File: src/hw/rtl/gsa_pkg.sv
// Shared types and constants for the generational slot allocator.
`default_nettype none
package gsa_pkg;

  localparam int SLOT_COUNT = 256;
  localparam int GEN_BITS   = 16;
  localparam int IDX_W      = $clog2(SLOT_COUNT);
  localparam int CNT_W      = IDX_W + 1;

  localparam logic OP_ALLOC   = 1'b0;
  localparam logic OP_RELEASE = 1'b1;

  localparam logic [1:0] ST_OK          = 2'd0;
  localparam logic [1:0] ST_TABLE_FULL  = 2'd1;
  localparam logic [1:0] ST_NEVER_ALLOC = 2'd2;
  localparam logic [1:0] ST_STACK_FULL  = 2'd3;

  typedef struct packed {
    logic             op;
    logic [IDX_W-1:0] slot_index;
  } gsa_in_t;

  typedef struct packed {
    logic [IDX_W-1:0]    handle_index;
    logic [GEN_BITS-1:0] handle_generation;
    logic [1:0]          status;
  } gsa_out_t;

  typedef struct packed {
    logic             is_release;
    logic [IDX_W-1:0] slot_index;
  } gsa_cmd_t;

endpackage
`default_nettype wire

File: src/hw/rtl/gsa_front.sv
// Front end: accepts request words, decodes them and queues commands.
`default_nettype none
module gsa_front
  import gsa_pkg::*;
(
  input  wire logic     clk,
  input  wire logic     rst,
  input  wire logic     push,
  output logic          full,
  input  wire gsa_in_t  request,
  output logic          cmd_valid,
  input  wire logic     cmd_take,
  output gsa_cmd_t      cmd
);

  gsa_cmd_t   entries [2];
  logic       wr_ptr;
  logic       rd_ptr;
  logic [1:0] count;
  logic       do_push;
  logic       do_pop;

  assign full      = (count == 2'd2);
  assign cmd_valid = (count != 2'd0);
  assign cmd       = entries[rd_ptr];
  assign do_push   = push && !full;
  assign do_pop    = cmd_take && cmd_valid;

  always_ff @(posedge clk) begin
    if (rst) begin
      wr_ptr <= 1'b0;
      rd_ptr <= 1'b0;
      count  <= 2'd0;
    end else begin
      if (do_push) begin
        wr_ptr <= !wr_ptr;
      end
      if (do_pop) begin
        rd_ptr <= !rd_ptr;
      end
      if (do_push && !do_pop) begin
        count <= count + 2'd1;
      end else if (do_pop && !do_push) begin
        count <= count - 2'd1;
      end
    end
  end

  always_ff @(posedge clk) begin
    if (do_push) begin
      entries[wr_ptr].is_release <= (request.op == OP_RELEASE);
      entries[wr_ptr].slot_index <= request.slot_index;
    end
  end

endmodule
`default_nettype wire

File: config.mk
export PLATFORM = sky130hd
export DESIGN_NAME = gsa_front
export DESIGN_NICKNAME = d
export VERILOG_FILES = /design/src/hw/rtl/gsa_pkg.sv /design/src/hw/rtl/gsa_front.sv
export SDC_FILE = /design/constraint.sdc
export NUM_CORES = 1
export LEC_CHECK = 0
export BUFFER_PORTS_ARGS = -buffer_cell sky130_fd_sc_hd__buf_2
export CORE_MARGIN = 2
export CORE_UTILIZATION = 44
export CTS_CLUSTER_SIZE = 8
export DETAILED_ROUTE_END_ITERATION = 8
export GPL_TIMING_DRIVEN = 0
export PLACE_DENSITY = 0.72
export REMOVE_ABC_BUFFERS = 1
export SYNTH_ARGS = -nofsm -noshare
export SYNTH_HDL_FRONTEND = slang
export SYNTH_SLANG_ARGS = --single-unit
File: constraint.sdc
create_clock -name clk -period 1.5 [get_ports clk]
set_input_delay 0.15 -clock clk [delete_from_list [all_inputs] [get_ports clk]]
set_output_delay 0.15 -clock clk [all_outputs]
set_load 0.01 [all_outputs]
* Word level (Yosys, flattened, before mapping)
Memory sizes are Yosys's and may differ from the RTL's. A register that Yosys moved wholly into a read port is not among the register bits.
Cells that the tools add are included.
** Storage, ports and cells
- Register bits after elaboration :: 4
- RAM bits :: 18
- Input port bits :: 13
- Output and inout bits :: 11
- Logic and storage cells :: 24
- Memories kept :: 1
** Memory list
- entries :: words 2, width 9, read ports 1, clocked after Yosys merged registers in 1, write ports 1, RTL line gsa_front.sv:16 : gsa_cmd_t entries [2];
** Cells by class
- Add/sub/neg operators :: 2
- Equal/unequal tests :: 1
- Muxes and demuxes :: 6
- Reductions and logical operators :: 11
** Operators with widths (count)
- $logic_not 1->1 :: 5
- $logic_and 1x1->1 :: 4
- $mux 1 :: 4
- $mux 2 :: 2
- $reduce_bool 2->1 :: 2
- $add 2x1->2 const B :: 1
- $eq 2x2->1 const B :: 1
- $sub 2x1->2 const B :: 1

* Depth between registers and ports, before layout
- Word-level depth :: 7
- Mapped depth :: 6
- Depth with buffers taken out :: 6

* Least setup slack after synthesis
OpenSTA, ideal clock, no wires.
- Path kind :: register -> register
- Start point :: reg count[1]
- End point :: reg count[1]
- Setup time :: 0.070 ns
- Arrival time :: 1.412 ns
- Data required time :: 1.430 ns
- Path slack :: 0.018 ns
- Stages on the path, launching flop included :: 6
- Path buffers :: 0
- Period minus slack after synthesis :: 1.482 ns
- Path through :: dfxtp_1 -> nor2b_2 -> nor2_1 -> ha_1 -> or3_1 -> a21oi_1
** Between the ends
- Cells in the longest elaborated chain, start to end :: 6
- Elaborated cells between the ends (all ways) :: 14
- Classes of those cells :: 2 x add/sub; 1 x eq/ne; 2 x mux; 9 x reduce/logical
** Ends and longest elaborated chain
- from (decl) :: RTL line gsa_front.sv:19 : logic [1:0] count;
- from (signal assigned) :: RTL line gsa_front.sv:42 : count <= count + 2'd1;
- from (signal assigned) :: RTL line gsa_front.sv:44 : count <= count - 2'd1;
- $eq 2x2->1 * :: RTL line gsa_front.sv:23 : assign full = (count == 2'd2);
- net full :: RTL line gsa_front.sv:9 : output logic full,
- $logic_not 1->1 * :: RTL line gsa_front.sv:26 : assign do_push = push && !full;
- $logic_and 1x1->1 * :: RTL line gsa_front.sv:26
- $logic_not 1->1 :: RTL line gsa_front.sv:43 : end else if (do_pop && !do_push) begin
- $logic_and 1x1->1 :: RTL line gsa_front.sv:43
- $reduce_bool 2->1 (no source line)
Mark *: on every way through the listed nets, which the timed path passes. The rest lies on a longest branch. The select of a mux whose other input is x is not followed.
A chain may end at the register's enable or synchronous reset.

* Final worst setup path
- Start point :: reg count[1]
- End point :: reg count[1]
** Between the ends
- Cells in the longest elaborated chain, start to end :: 6
- Elaborated cells between the ends (all ways) :: 14
- Classes of those cells :: 2 x add/sub; 1 x eq/ne; 2 x mux; 9 x reduce/logical
** Ends and longest elaborated chain (RTL line)
- $eq 2x2->1 :: gsa_front.sv:23
- $logic_not 1->1 :: gsa_front.sv:26
- $logic_and 1x1->1 :: gsa_front.sv:26
- $logic_not 1->1 :: gsa_front.sv:43
- $logic_and 1x1->1 :: gsa_front.sv:43
- $reduce_bool 2->1 (no source line)
Several ways; a longest one is shown, not always the timed one. The select of a mux whose other input is x is not followed.

==> run summary <==
# setup viols final: 0
Port buffer count: 23
Vias in the first global route: 489
Gpl congestion: 0.647
CTS tree: yes
Post-detail-place hpwl: 931 µm
Number of core rows: 16
Synth Area in Simple Gates: 5.63%
Die H: 48.4 µm
Synth Register Bits: 23
DRC: 0
Post-synthesis compound-gate area fraction: 2.89%
Final Hold Slack: 0.0313 ns
CTS buffer count: 3
Layout Area Growth over Synthesis: 23.4%
DRT Pass-1 Iters: 4
Critical path endpoint category: register
Critical-path maximum fanout: 5
Main combinational cell family by area after synthesis: multiplexers
Design Area, Final: 0.00107 mm²
RSZ-0062 raised after global routing: no
Post-synthesis cell type count: 14
Xor and xnor fraction of the mapped netlist area: 3.03%
First-pass GRT wire length: 2.06 mm
GRT Total Usage: 11.9%
Fin nets: 96
Initial antenna violation count: 0
Routed length per instance: 12.0 µm
Power per cell area: 1610 mW/mm²
Sequential share of the synthesized area: 73.9%
Clock Sinks: 23
Final Cycle Share: 94.9%
Slew margin rel.: 72.2%
Outcome: finished, final reports clean
Startpoint Class: register
Post-Synthesis Cell Area: 867 µm²
Post-DRT Antenna Nets: 0
Inserted Diodes: 0
Fin worst setup slack: 0.0765 ns
Die Width: 48.4 µm
Least-Margin Pin Slew: 0.417 ns
Setup CP Type: register to register
Tightest Hold Check Type: input port to register
Share of cells above drive strength 1: 53.1%
Vias per Instance: 4.63
Hold Buf Count CTS: 0
Maxcap violations: 0
GR Overflow Total: 0
Max VDD drop: 998 µV
Worst-path clk slew: 0.11 ns
Clk_skew: 0.00274 ns
CORE AREA: 0.00190 mm²
Initial DRC Count: 11
Adder-cell share of the synthesized area: 1.44%
Fmax: 702 MHz
Synthesized area per cell: 16.4 µm²
Final Hold Viols: 0
Post-Route WL: 1.30 mm
Die area: 0.00234 mm²
Warnings from Yosys: 0
Leakage: 0.000426 µW
WP data required: 1.74 ns
Worst skew pair latency: 0.30 ns
Root Buffer: clkbuf_4
Largest net degree at the start of global routing: 13
Arrival time worst endpoint: 1.66 ns
Mux cell area share after synthesis: 11.7%
Final Slew Violations: 0
Final critical-path required period: 1.42 ns
Pre-CTS WS: -0.113 ns
H-tree Lvls: 1
Initial Util: 45.6%
IO Count: 24
Max clock buf depth: 2
Via count: 500
Post-Syn Instances: 53
Post-place instance area: 0.00101 mm²
Pwr Total: 1720 µW
==> metal layers <==
metal	wire length [µm]	GRT usage (%)	vias up	share of wire [%]
met4	23	5.71	0	1.8
met2	690	21.3	18	53
li1	-	-	247	-
met3	63	3.40	2	4.8
met5	0	0	-	0
met1	523	12.9	233	40
==> final cells by class <==
type                            count  area [µm²]
Clock buffer                        4        26.3
Fill cell                         179         832
Inverter                            2        7.51
Multi-Input combinational cell     27         223
Sequential cell                    23         649
Tap cell                           27        33.8
Timing Repair Buffer               25         130
==> metrics by stage <==
stage	TNS (ns)	instances	utilization (%)
2_1_floorplan	0	52	-
3_3_place_gp	-0.0248	102	53.2
3_5_place_dp	-0.113	102	53.2
4_1_cts	0	106	55.2
5_1_grt	0	108	56.3
6_report	0	108	56.3
==> critical path, cell delays in order, from the launching register on <==
cell and delay [ns]:
dfxtp_4 0.38, nor2b_4 0.15, nor2_1 0.06, ha_1 0.20, xor2_1 0.14, or3_1 0.31
a21oi_1 0.12
==> report_power, final <==
part           switching [µW]  internal (µW)  leakage (µW)
combinational             245            292      0.000200
sequential               92.6            829      0.000211
clock                     162            104     0.0000150
total                     500           1220      0.000426
==> flip-flops by register name (all words and copies together) (netlist names), named ones only <==
register  count
entries      18
count         2
rd_ptr        1
wr_ptr        1
==> cell usage after synthesis <==
| cell type | instances | area, µm² |
|---|---|---|
| a21oi_1 | 2 | 10.0 |
| edfxtp_1 | 18 | 541 |
| or2_2 | 1 | 6.26 |
| and2_1 | 1 | 6.26 |
| o21ai_0 | 3 | 15.0 |
| mux2_2 | 9 | 101 |
| xor2_1 | 3 | 26.3 |
| or3_1 | 2 | 12.5 |
| nor2_1 | 4 | 15.0 |
| ha_1 | 1 | 12.5 |
| dfxtp_1 | 5 | 100 |
| buf_2 | 1 | 5.00 |
| inv_1 | 2 | 7.51 |
| nor2b_2 | 1 | 8.76 |
==> cell usage in the layout, fill, tap and decap left out, drive strengths merged <==
cell type	netlist	final
buf	1	25
edfxtp	18	18
mux2	9	9
dfxtp	5	5
nor2	4	4
clkbuf	0	4
xor2	3	3
o21ai	3	3
inv	2	2
or3	2	2
a21oi	2	2
or2	1	1
nor2b	1	1
and2	1	1
ha	1	1
==> path summary, 6_finish.rpt <==
path | start | endpoint | slack, ns | cells after the start
setup / recovery | count[1] | count[1] | 0.08 | 6
hold / removal | request[1] | entries[1][1] | 0.03 | 1
setup reg to reg | count[1] | count[1] | 0.08 | 6
hold reg to reg | wr_ptr | wr_ptr | 0.50 | 2
==> timing repair <==
| item | 4_1_cts | 5_1_grt |
|---|---|---|
| buffers inserted | 0 | 2 |
| pin swaps | 0 | 3 |
| endpoints found under the setup margin | 10 | 4 |
| resized for setup | 6 | 2 |
==> kinds of logic (layout without fill, tap and decap cells) <==
| kind of cell | count (synthesis) | in the layout |
|---|---|---|
| flip-flops | 23 | 23 |
| adder cells (fa/ha/maj) | 1 | 1 |
| AND/OR/NAND/NOR | 9 | 9 |
| AO/OA/AOI/OAI | 5 | 5 |
| buffers and inverters | 3 | 31 |
| XOR/XNOR | 3 | 3 |
| multiplexers | 9 | 9 |
Power figures use the tool's default switching activity.
